<file path="config.mk">
export PLATFORM = sky130hd
export DESIGN_NAME = fit_policy_segment_allocator
export DESIGN_NICKNAME = d
export VERILOG_FILES = /design/src/hw/rtl/fpsa_pkg.sv /design/src/hw/rtl/fpsa_ram.sv /design/src/hw/rtl/fpsa_datapath.sv /design/src/hw/rtl/fpsa_ctrl.sv /design/src/hw/rtl/fit_policy_segment_allocator.sv
export SDC_FILE = /design/constraint.sdc
export NUM_CORES = 2
export LEC_CHECK = 0
export BUFFER_PORTS_ARGS = -buffer_cell sky130_fd_sc_hd__buf_2
export CAP_MARGIN = 40
export CORE_MARGIN = 5
export CORE_UTILIZATION = 58
export CTS_CLUSTER_SIZE = 8
export DETAILED_ROUTE_END_ITERATION = 12
export PLACE_DENSITY_LB_ADDON = 0.05
export SETUP_SLACK_MARGIN = 0.05
export SLEW_MARGIN = 20
export SYNTH_ARGS = -nofsm -noshare
export SYNTH_HDL_FRONTEND = slang
export SYNTH_HIERARCHICAL = 1
export SYNTH_SLANG_ARGS = --single-unit
</file>
<file path="constraint.sdc">
create_clock -name clk -period 11.66 [get_ports clk]
set_input_delay 2.332 -clock clk [delete_from_list [all_inputs] [get_ports clk]]
set_output_delay 2.332 -clock clk [all_outputs]
set_load 0.01 [all_outputs]
</file>
<file path="src/hw/rtl/fpsa_pkg.sv">
// ----------------------------------------------------------------------------
// fpsa_pkg
// Shared types and constants of the segment allocator.
// ----------------------------------------------------------------------------
package fpsa_pkg;

  localparam int DEF_MAX_SEGMENTS = 32;
  localparam int SIZE_W   = 21;
  localparam int AMOUNT_W = 16;
  localparam int OWNER_W  = 8;
  localparam int SLOT_W   = 5;

  typedef enum logic [1:0] {
    FUNC_APPEND = 2'd0,
    FUNC_ALLOC  = 2'd1,
    FUNC_FREE   = 2'd2,
    FUNC_RSVD   = 2'd3
  } func_t;

  localparam logic [1:0] FIT_FIRST = 2'd1;
  localparam logic [1:0] FIT_BEST  = 2'd2;

  typedef enum logic [1:0] {
    ST_OK    = 2'd0,
    ST_NOFIT = 2'd1,
    ST_OWNER = 2'd2,
    ST_FULL  = 2'd3
  } status_t;

  typedef struct packed {
    logic                free;
    logic [OWNER_W-1:0]  owner;
    logic [SIZE_W-1:0]   size;
  } entry_t;

  typedef enum logic [3:0] {
    DP_NOP,
    DP_LOAD,
    DP_APPEND,
    DP_SCAN_RD,
    DP_ALLOC_EV,
    DP_FREE_EV,
    DP_SET_NOFIT,
    DP_SET_FULL,
    DP_SET_OWNER,
    DP_SHIFT_INIT,
    DP_SHIFT_RD,
    DP_SHIFT_WR,
    DP_SPLIT_REM,
    DP_ALLOC_WR,
    DP_CMP_INIT,
    DP_CMP_EV
  } dp_op_t;

  typedef struct packed {
    dp_op_t op;
    logic   cmp_end;
    logic   publish;
  } dp_cmd_t;

  typedef struct packed {
    func_t func;
    logic  scan_done;
    logic  found;
    logic  rem_zero;
    logic  full;
    logic  shift_done;
    logic  cmp_done;
  } dp_sts_t;

endpackage

</file>
<file path="src/hw/rtl/fpsa_ram.sv">
// ----------------------------------------------------------------------------
// fpsa_ram
// Generic single write port, single read port RAM with registered read.
// ----------------------------------------------------------------------------
module fpsa_ram #(
  parameter int WIDTH = 8,
  parameter int DEPTH = 32
) (
  input  logic                     clk,
  input  logic                     we,
  input  logic [$clog2(DEPTH)-1:0] waddr,
  input  logic [WIDTH-1:0]         wdata,
  input  logic [$clog2(DEPTH)-1:0] raddr,
  output logic [WIDTH-1:0]         rdata
);

  logic [WIDTH-1:0] mem [DEPTH];

  always_ff @(posedge clk) begin
    if (we) begin
      mem[waddr] <= wdata;
    end
    rdata <= mem[raddr];
  end

endmodule

</file>
<file path="src/hw/rtl/fpsa_datapath.sv">
// ----------------------------------------------------------------------------
// fpsa_datapath
// Segment table, scan registers and result registers of the allocator.
// ----------------------------------------------------------------------------
module fpsa_datapath #(
  parameter int MAX_SEGMENTS = fpsa_pkg::DEF_MAX_SEGMENTS
) (
  input  logic                           clk,
  input  logic                           rst,
  input  fpsa_pkg::dp_cmd_t              cmd,
  output fpsa_pkg::dp_sts_t              sts,
  input  logic [1:0]                     func,
  input  logic [fpsa_pkg::AMOUNT_W-1:0]  amount,
  input  logic [fpsa_pkg::OWNER_W-1:0]   owner_id,
  input  logic [1:0]                     fit_method,
  output logic [1:0]                     status,
  output logic [fpsa_pkg::SLOT_W-1:0]    slot_index,
  output logic [fpsa_pkg::SIZE_W-1:0]    remainder_size
);
  import fpsa_pkg::*;

  localparam int IW = $clog2(MAX_SEGMENTS);
  localparam int CW = $clog2(MAX_SEGMENTS + 1);
  localparam logic [CW-1:0] MAX_CNT = CW'(MAX_SEGMENTS);

  func_t               func_r;
  logic [AMOUNT_W-1:0] amount_r;
  logic [OWNER_W-1:0]  owner_r;
  logic [1:0]          method_r;
  logic [CW-1:0]       count;
  logic [CW-1:0]       idx;
  logic [CW-1:0]       wp;
  logic [IW-1:0]       sel;
  logic [SIZE_W-1:0]   sel_size;
  logic                found;
  logic                prev_free;
  logic [SIZE_W-1:0]   prev_size;
  logic [IW-1:0]       dest;
  logic                dest_ok;
  logic [SIZE_W-1:0]   dest_size;
  status_t             res_status;
  logic [IW-1:0]       res_slot;
  logic [SIZE_W-1:0]   res_rem;

  logic                we;
  logic [IW-1:0]       waddr;
  entry_t              wdata;
  logic [IW-1:0]       raddr;
  entry_t              rdata;

  entry_t              cur;
  logic                is_k;
  logic                fits;
  logic                take;
  logic                merge;
  logic [SIZE_W:0]     sum_w;
  logic [SIZE_W-1:0]   sum_sat;
  logic [SIZE_W-1:0]   rem;
  logic [CW-1:0]       wp_m1;
  logic [CW-1:0]       sel_p1;

  fpsa_ram #(
    .WIDTH ($bits(entry_t)),
    .DEPTH (MAX_SEGMENTS)
  ) u_table (
    .clk   (clk),
    .we    (we),
    .waddr (waddr),
    .wdata (wdata),
    .raddr (raddr),
    .rdata (rdata)
  );

  always_comb begin
    cur = rdata;
    is_k = (idx[IW-1:0] == sel) && (idx < count);
    if (is_k) begin
      cur.free  = 1'b1;
      cur.owner = '0;
    end
    fits = rdata.free && (rdata.size >= SIZE_W'(amount_r));
    if (method_r == FIT_FIRST) begin
      take = fits && !found;
    end else if (method_r == FIT_BEST) begin
      take = fits && (!found || rdata.size < sel_size);
    end else begin
      take = fits && (!found || rdata.size > sel_size);
    end
    wp_m1   = wp - CW'(1);
    sel_p1  = CW'(sel) + CW'(1);
    merge   = cur.free && (wp != '0) && prev_free;
    sum_w   = {1'b0, prev_size} + {1'b0, cur.size};
    sum_sat = sum_w[SIZE_W] ? '1 : sum_w[SIZE_W-1:0];
    rem     = sel_size - SIZE_W'(amount_r);
  end

  // table write and read port
  always_comb begin
    we    = 1'b0;
    waddr = sel;
    wdata = '0;
    raddr = idx[IW-1:0];
    unique case (cmd.op)
      DP_APPEND: begin
        we    = (count != MAX_CNT);
        waddr = count[IW-1:0];
        wdata = '{free: 1'b1, owner: '0, size: SIZE_W'(amount_r)};
      end
      DP_SHIFT_RD: begin
        raddr = wp_m1[IW-1:0];
      end
      DP_SHIFT_WR: begin
        we    = 1'b1;
        waddr = wp[IW-1:0];
        wdata = rdata;
      end
      DP_SPLIT_REM: begin
        we    = 1'b1;
        waddr = sel_p1[IW-1:0];
        wdata = '{free: 1'b1, owner: '0, size: rem};
      end
      DP_ALLOC_WR: begin
        we    = 1'b1;
        waddr = sel;
        wdata = '{free: 1'b0, owner: owner_r, size: SIZE_W'(amount_r)};
      end
      DP_CMP_EV: begin
        we = 1'b1;
        if (merge) begin
          waddr = wp_m1[IW-1:0];
          wdata = '{free: 1'b1, owner: '0, size: sum_sat};
        end else begin
          waddr = wp[IW-1:0];
          wdata = cur;
        end
      end
      default: begin
        we = 1'b0;
      end
    endcase
  end

  always_ff @(posedge clk) begin
    if (rst) begin
      count <= '0;
    end else begin
      unique case (cmd.op)
        DP_LOAD: begin
          func_r     <= func_t'(func);
          amount_r   <= amount;
          owner_r    <= owner_id;
          method_r   <= fit_method;
          idx        <= '0;
          found      <= 1'b0;
          sel        <= '0;
          sel_size   <= '0;
          res_status <= ST_OK;
          res_slot   <= '0;
          res_rem    <= '0;
        end
        DP_APPEND: begin
          if (count == MAX_CNT) begin
            res_status <= ST_FULL;
          end else begin
            res_slot <= count[IW-1:0];
            count    <= count + CW'(1);
          end
        end
        DP_ALLOC_EV: begin
          if (take) begin
            sel      <= idx[IW-1:0];
            sel_size <= rdata.size;
            found    <= 1'b1;
          end
          idx <= idx + CW'(1);
        end
        DP_FREE_EV: begin
          if (!found && !rdata.free && rdata.owner == owner_r) begin
            sel   <= idx[IW-1:0];
            found <= 1'b1;
          end
          idx <= idx + CW'(1);
        end
        DP_SET_NOFIT: res_status <= ST_NOFIT;
        DP_SET_FULL:  res_status <= ST_FULL;
        DP_SET_OWNER: res_status <= ST_OWNER;
        DP_SHIFT_INIT: begin
          wp <= count;
        end
        DP_SHIFT_WR: begin
          wp <= wp_m1;
        end
        DP_SPLIT_REM: begin
          count <= count + CW'(1);
        end
        DP_ALLOC_WR: begin
          res_slot <= sel;
          res_rem  <= rem;
        end
        DP_CMP_INIT: begin
          idx       <= '0;
          wp        <= '0;
          prev_free <= 1'b0;
          prev_size <= '0;
          dest      <= '0;
          dest_ok   <= 1'b0;
          dest_size <= '0;
        end
        DP_CMP_EV: begin
          if (merge) begin
            prev_size <= sum_sat;
            if (is_k || (dest_ok && CW'(dest) == wp_m1)) begin
              dest      <= wp_m1[IW-1:0];
              dest_size <= sum_sat;
            end
          end else begin
            prev_free <= cur.free;
            prev_size <= cur.size;
            if (is_k) begin
              dest      <= wp[IW-1:0];
              dest_size <= cur.size;
            end
            wp <= wp + CW'(1);
          end
          if (is_k) begin
            dest_ok <= 1'b1;
          end
          idx <= idx + CW'(1);
        end
        default: begin
        end
      endcase
      if (cmd.cmp_end) begin
        count    <= wp;
        res_slot <= dest;
        res_rem  <= dest_size;
      end
      if (cmd.publish) begin
        status         <= res_status;
        slot_index     <= SLOT_W'(res_slot);
        remainder_size <= res_rem;
      end
    end
  end

  always_comb begin
    sts.func       = func_r;
    sts.found      = found;
    sts.scan_done  = (idx == count) ||
                     (found && (func_r == FUNC_FREE || method_r == FIT_FIRST));
    sts.rem_zero   = (rem == '0);
    sts.full       = (count == MAX_CNT);
    sts.shift_done = (wp <= sel_p1);
    sts.cmp_done   = (idx == count);
  end

endmodule

</file>
<file path="src/hw/rtl/fpsa_ctrl.sv">
// ----------------------------------------------------------------------------
// fpsa_ctrl
// Sequencer of the allocator: scan, shift, split and compaction passes.
// ----------------------------------------------------------------------------
module fpsa_ctrl (
  input  logic              clk,
  input  logic              rst,
  input  logic              req_valid,
  output logic              req_stall,
  output logic              rsp_valid,
  input  logic              rsp_stall,
  output fpsa_pkg::dp_cmd_t cmd,
  input  fpsa_pkg::dp_sts_t sts
);
  import fpsa_pkg::*;

  typedef enum logic [3:0] {
    S_IDLE, S_DISPATCH, S_SCAN_RD, S_SCAN_EV, S_ALLOC_DEC, S_SHIFT_RD,
    S_SHIFT_WR, S_SPLIT, S_ALLOC_WR, S_FREE_DEC, S_CMP_RD, S_CMP_EV, S_DONE
  } state_t;

  state_t state, state_next;
  logic   slot_free;

  assign req_stall = (state != S_IDLE);
  assign slot_free = !rsp_valid || !rsp_stall;

  always_comb begin
    state_next  = state;
    cmd.op      = DP_NOP;
    cmd.cmp_end = 1'b0;
    cmd.publish = 1'b0;
    unique case (state)
      S_IDLE: begin
        if (req_valid) begin
          cmd.op     = DP_LOAD;
          state_next = S_DISPATCH;
        end
      end
      S_DISPATCH: begin
        unique case (sts.func)
          FUNC_APPEND: begin
            cmd.op     = DP_APPEND;
            state_next = S_DONE;
          end
          FUNC_ALLOC, FUNC_FREE: state_next = S_SCAN_RD;
          default:               state_next = S_DONE;
        endcase
      end
      S_SCAN_RD: begin
        if (sts.scan_done) begin
          state_next = (sts.func == FUNC_ALLOC) ? S_ALLOC_DEC : S_FREE_DEC;
        end else begin
          cmd.op     = DP_SCAN_RD;
          state_next = S_SCAN_EV;
        end
      end
      S_SCAN_EV: begin
        cmd.op     = (sts.func == FUNC_ALLOC) ? DP_ALLOC_EV : DP_FREE_EV;
        state_next = S_SCAN_RD;
      end
      S_ALLOC_DEC: begin
        if (!sts.found) begin
          cmd.op     = DP_SET_NOFIT;
          state_next = S_DONE;
        end else if (sts.rem_zero) begin
          state_next = S_ALLOC_WR;
        end else if (sts.full) begin
          cmd.op     = DP_SET_FULL;
          state_next = S_DONE;
        end else begin
          cmd.op     = DP_SHIFT_INIT;
          state_next = S_SHIFT_RD;
        end
      end
      S_SHIFT_RD: begin
        if (sts.shift_done) begin
          state_next = S_SPLIT;
        end else begin
          cmd.op     = DP_SHIFT_RD;
          state_next = S_SHIFT_WR;
        end
      end
      S_SHIFT_WR: begin
        cmd.op     = DP_SHIFT_WR;
        state_next = S_SHIFT_RD;
      end
      S_SPLIT: begin
        cmd.op     = DP_SPLIT_REM;
        state_next = S_ALLOC_WR;
      end
      S_ALLOC_WR: begin
        cmd.op     = DP_ALLOC_WR;
        state_next = S_DONE;
      end
      S_FREE_DEC: begin
        if (!sts.found) begin
          cmd.op     = DP_SET_OWNER;
          state_next = S_DONE;
        end else begin
          cmd.op     = DP_CMP_INIT;
          state_next = S_CMP_RD;
        end
      end
      S_CMP_RD: begin
        if (sts.cmp_done) begin
          cmd.cmp_end = 1'b1;
          state_next  = S_DONE;
        end else begin
          cmd.op     = DP_SCAN_RD;
          state_next = S_CMP_EV;
        end
      end
      S_CMP_EV: begin
        cmd.op     = DP_CMP_EV;
        state_next = S_CMP_RD;
      end
      S_DONE: begin
        if (slot_free) begin
          cmd.publish = 1'b1;
          state_next  = S_IDLE;
        end
      end
      default: state_next = S_IDLE;
    endcase
  end

  always_ff @(posedge clk) begin
    if (rst) begin
      state     <= S_IDLE;
      rsp_valid <= 1'b0;
    end else begin
      state <= state_next;
      if (cmd.publish) begin
        rsp_valid <= 1'b1;
      end else if (!rsp_stall) begin
        rsp_valid <= 1'b0;
      end
    end
  end

endmodule

</file>
<file path="src/hw/rtl/fit_policy_segment_allocator.sv">
// ----------------------------------------------------------------------------
// fit_policy_segment_allocator
// Segment table allocator with first, best and worst fit and merge on free.
// ----------------------------------------------------------------------------
// usage
//   request channel (req_valid / req_stall) carries one operation per
//   transaction: append a free segment, allocate by fit policy, or free by
//   owner. response channel (rsp_valid / rsp_stall) returns exactly one
//   transaction per request: status, slot index and remainder size.
//   first fit and free stop their scan at the match; an allocate with a
//   split moves the entries after the chosen slot up by one. every step of
//   a scan, a shift or the compaction pass issues the table read for an
//   entry and then uses the registered read data.
//   one operation is in flight at a time, so a new request is taken only
//   once the previous operation has finished.
//   req_stall is high while an operation is in progress; a finished
//   response sits in the output register, and the next request is taken
//   while it waits. if the receiver stalls, the block holds its next
//   result until the output register frees up.
//   reset (rst, synchronous) empties the table; table contents are not
//   cleared, entries past the fill count are never read.
// ----------------------------------------------------------------------------
module fit_policy_segment_allocator #(
  parameter int MAX_SEGMENTS = fpsa_pkg::DEF_MAX_SEGMENTS
) (
  input  logic                          clk,
  input  logic                          rst,
  input  logic                          req_valid,
  output logic                          req_stall,
  input  logic [1:0]                    func,
  input  logic [fpsa_pkg::AMOUNT_W-1:0] amount,
  input  logic [fpsa_pkg::OWNER_W-1:0]  owner_id,
  input  logic [1:0]                    fit_method,
  output logic                          rsp_valid,
  input  logic                          rsp_stall,
  output logic [1:0]                    status,
  output logic [fpsa_pkg::SLOT_W-1:0]   slot_index,
  output logic [fpsa_pkg::SIZE_W-1:0]   remainder_size
);
  import fpsa_pkg::*;

  dp_cmd_t cmd;
  dp_sts_t sts;

  // sequencer: decides every step of the operation
  fpsa_ctrl u_ctrl (
    .clk       (clk),
    .rst       (rst),
    .req_valid (req_valid),
    .req_stall (req_stall),
    .rsp_valid (rsp_valid),
    .rsp_stall (rsp_stall),
    .cmd       (cmd),
    .sts       (sts)
  );

  // table memory, scan state and the response register
  fpsa_datapath #(
    .MAX_SEGMENTS (MAX_SEGMENTS)
  ) u_dp (
    .clk            (clk),
    .rst            (rst),
    .cmd            (cmd),
    .sts            (sts),
    .func           (func),
    .amount         (amount),
    .owner_id       (owner_id),
    .fit_method     (fit_method),
    .status         (status),
    .slot_index     (slot_index),
    .remainder_size (remainder_size)
  );

endmodule

</file>
Word level (Yosys, flattened, before mapping):

Memories as Yosys holds them, arrays and structs flattened. A register that Yosys moved wholly into a read port is not among the register bits.
Cells that the tools add are included.

* bits in registers: 183
* memory bits (writable): 960
* logic and storage cells: 214
* memories kept: 1

* $add $sub $neg: 7
* magnitude comparators: 5
* equal/unequal tests: 47
* multiplexer cells: 76
* bitwise logic cells: 1
* reductions and logical operators: 54

Memory list
* u_dp.u_table.mem: depth 32, width 30, rd ports 1, clocked after Yosys merged registers in 1, write ports 1, RTL line fpsa_ram.sv:17 `logic [WIDTH-1:0] mem [DEPTH];`

Operator list (count)
* $pmux 21 s2: 4
* $pmux 30 s5: 1
* $mux 21: 7
* $eq 4x4->1 const B: 13
* $pmux 4 s13: 1
* $mux 4: 12
* $pmux 4 s12: 1
* $mux 5: 9
* $eq 4x3->1 const B: 8
* $mux 30: 1
* $pmux 5 s3: 2
* $pmux 6 s2: 2
* $pmux 6 s4: 1
* $add 21x21->22: 1
* $ge 21x16->1: 1
* $gt 21x21->1: 1
* $logic_not 21->1: 1
* $lt 21x21->1: 1
* $sub 21x16->21: 1
* $pmux 5 s4: 1
* $add 6x1->6 const B: 3
* $mux 6: 3
* $reduce_and 3->1: 6
* $mux 1: 17
* 41 further kinds: 92

Logic depth before layout (Yosys ltp):

* depth after elaboration: 11
* gate-level depth with buffers: 29
* mapped depth without buffers: 25

Cells and area by module:

The synthesis kept the hierarchy.

By module, submodules not included
* fpsa_ram: times used 1, cells an instance 2122, area an instance 38059.0 µm²
* fpsa_datapath: times used 1, cells an instance 1083, area an instance 11285.8 µm²
* fpsa_ctrl: times used 1, cells an instance 92, area an instance 614.3 µm²

Worst setup path after synthesis:

Ideal clock, no wire load.

* path kind: register -> register
* from: register u_dp.sel_size[0]
* to: register u_dp.sel_size[0], enable pin
* library setup time: 0.403 ns
* arrival time: 7.263 ns
* required time: 11.257 ns
* setup slack: 3.993 ns
* cell stages (with the launch flop): 21
* buffers on the path: 2
* cells stage by stage: edfxtp_1 > inv_1 > ha_1 > inv_1 > fa_1 > a21o_1 > a221o_1 > a211oi_2 > o21bai_2 > a2111oi_2 > xnor2_1 > nand3_1 > nor3_2 > nor3b_1 > o21a_1 > nor2_1 > o22ai_1 > clkbuf_1 > buf_1 > nor4_1 > o21bai_1

RTL lines
* from (decl): RTL line fpsa_datapath.sv:34 `logic [SIZE_W-1:0] sel_size;`
* from (signal assigned): RTL line fpsa_datapath.sv:172 `sel_size <= rdata.size;`

==> results_dict.tcl <==
set metrics [dict create \
    setup_viol 0 \
    dr.pass1.iters 8 \
    grt_pass1_wl_mm 187 \
    slew_headroom_pct 35.0 \
    yosysSeqAreaShare_pct 69.7 \
    peakVddDrop_uv 199 \
    status "finished, final reports clean" \
    cts_setup_buffers 0 \
    cts.sinks 1173 \
    synth_nets 3426 \
    num-fill-cells 5853 \
    post_dp_cell_area_um2 52900 \
    clk_latency_ns 0.74 \
    via_per_inst 6.32 \
    arrival_ns 9.55 \
    cts_tree "built" \
    netlist_instances 3297 \
    cts-resized-gates 0 \
    path_buf_inv 4 \
    drv_cap 0 \
    worstMarginPinSlew_ns 0.975 \
    drtIter0Drc 2802 \
    routed_wl_mm 126 \
    max_stage_delay_ns 0.64 \
    globalplace.congestion 0.938 \
    grt_util_met2_pct 46.3 \
    ioPinCount 62 \
    grt.busiest_layer "met2" \
    port_buffers 61 \
    tns_ns 0 \
    fmax_mhz 111 \
    die_h_um 303 \
    slew_viol_final 0 \
    synth_area_per_cell_um2 15.2 \
    worstHoldPathCells 0 \
    skew_ns 0.0238 \
    finalCritPeriodShare_pct 77.1 \
    crit_type "flip-flop to flip-flop" \
    grt_use_met1_pct 36.9 \
    die_x_um 303 \
    end_kind "flip-flop" \
    cts_buffers 164 \
    hold_viol 0 \
    antenna_found_initial 1 \
    h-tree-depth 4 \
    layout-drive-gt1-share_pct 12.3 \
    wl_per_cell_um 26.8 \
    diodes 0 \
    vias 29600 \
    overflow 0 \
    leakage_nw 21.0 \
    fin_nets 3585 \
    syn_to_final_growth_pct 15.1 \
    start_util_pct 58.6 \
    ys_warn_count 6 \
    rsz0062_at_grt "no" \
    hold_buffers 0 \
    cts_buffer_depth 3 \
    async_flop_share_pct 0 \
    critical_path_cell_count 27 \
    critPathLaunchType "flip-flop" \
    critPathMaxFanout 47 \
    synth_cell_types 92 \
    met3_usage_pct 4.89 \
    synth_area_um2 50000 \
    reg2regPathDepth 27 \
    core_area_um2 85300 \
    antenna_left 0 \
    synth_edf_count 1132 \
    min_period_ns 8.98 \
    grt.total_usage_pct 27.4 \
    grt_max_degree 118 \
    clk_pin_slew_ns 0.05 \
    critical_path_required_ns 12.23 \
    finish.instance_area_um2 57500 \
    synth_flop_cell "edfxtp_1" \
    critical-path-slowest-cell "nor2_1" \
    grt_pass1_vias 29800 \
    root_buffer "clkbuf_16" \
    whs_ns 0.415 \
    die_area_um2 92100 \
    drc 0 \
    p_per_area_nw_per_um2 271 \
    placementRows 107 \
    ys_ff_latch 1173 \
    dp_hpwl_mm 80.6 \
    hold_path.class "flip-flop to flip-flop" \
    path_delay_family "simple AND/OR/NAND/NOR gates" \
]
==> logic make-up after synthesis <==
group                    Yosys count  share of synthesized area [%]
AND/OR/NAND/NOR                  611                           5.89
AO/OA/AOI/OAI                    613                           8.40
multiplexers                     484                           9.70
adder cells (fa/ha/maj)           97                           2.46
buffers and inverters            247                           2.61
XOR/XNOR                          72                           1.26
flip-flops                      1173                           69.7
==> sequential cells by signal, indices dropped and copies added, names as in the netlist, 16 cells and up <==
register,flops
u_dp/amount_r,16
u_dp/dest_size,21
u_dp/prev_size,21
u_dp/remainder_size,21
u_dp/res_rem,21
u_dp/sel_size,21
u_dp/u_table/mem,960
u_dp/u_table/rdata,30
==> metrics by stage <==
stage                     total power [mW]  util [%]  setup WS (ns)  cells
after detailed placement              11.2      62.0           2.83   4432
after global routing                  16.2      67.4           2.12   4685
after CTS                             15.6      67.4           2.77   4683
final                                 15.6      67.4           2.68   4685
after global placement                11.0      60.6           2.86   4380
after floorplan                       9.32         -           3.99   3297
==> where the power goes <==
part           internal, mW  total (mW)  switching (mW)
Sequential             5.35        5.70           0.355
Combinational          1.94        5.57            3.63
Clock                  2.59        4.28            1.70
==> synthesized netlist by cell type (46+ instances only) <==
cell type	count	share of area (%)
mux2i_1	483	9.7
o21ai_0	54	0.54
nor2_1	119	0.89
a21oi_1	159	1.6
a22oi_1	107	1.6
xnor2_1	49	0.86
nand3_1	126	1.3
edfxtp_1	1132	68
nand2_1	173	1.3
ha_1	95	2.4
clkbuf_1	74	0.56
nor3_1	52	0.52
inv_1	77	0.58
a22o_1	73	1.3
a31oi_1	46	0.58
==> layer usage <==
metal,up-vias,wire (um)
met3,206,9030
met2,1170,62800
met5,-,0
li1,13200,-
met4,0,3080
met1,15000,50800
==> final cells by class <==
class / count / area (um2) / area share (%)
Clock buffer: 238 / 4400 / 7.66
Sequential cell: 1173 / 34800 / 60.5
Inverter: 77 / 289 / 0.503
Timing Repair Buffer: 163 / 1980 / 3.45
Tap cell: 1144 / 1430 / 2.49
Clock inverter: 13 / 219 / 0.381
Multi-Input combinational cell: 1877 / 14400 / 25.0
==> path summary, 6_finish.rpt <==
| kind | slack, ns | end | start |
|---|---|---|---|
| worst max-delay path | 2.68 | u_dp/u_table/rdata[17] | u_dp/sel_size[0] |
| worst min register to register | 0.42 | u_dp/remainder_size[2] | u_dp/res_rem[2] |
| worst min-delay path | 0.42 | u_dp/remainder_size[2] | u_dp/res_rem[2] |
| worst max register to register | 2.68 | u_dp/u_table/rdata[17] | u_dp/sel_size[0] |
==> worst register-to-register path: cells and delay by family, from the launching register on <==
kind / cells / cell delay [ns]
buffers and inverters: 4 / 1.37
adders and majority gates: 2 / 0.56
DFF: 1 / 0.40
xor gates and xnor gates: 1 / 0.23
AOI/OAI and AO/OA: 10 / 3.03
and+or+nand+nor: 10 / 3.23
==> layout by cell type (no fill, tap or decap), drive strengths merged, types with 21 or more instances in the layout <==
master,Yosys,layout
clkbuf,75,238
nand2,175,175
nor3,53,53
a21o,27,27
a22oi,107,107
xor2,23,23
and2,21,21
mux2i,483,483
buf,95,163
nor2,119,119
a22o,74,74
ha,95,95
dfxtp,41,41
nand3,126,126
inv,77,86
a31oi,46,46
o21ai,74,74
edfxtp,1132,1132
xnor2,49,49
a21oi,160,160
Power figures use the tool's default switching activity.
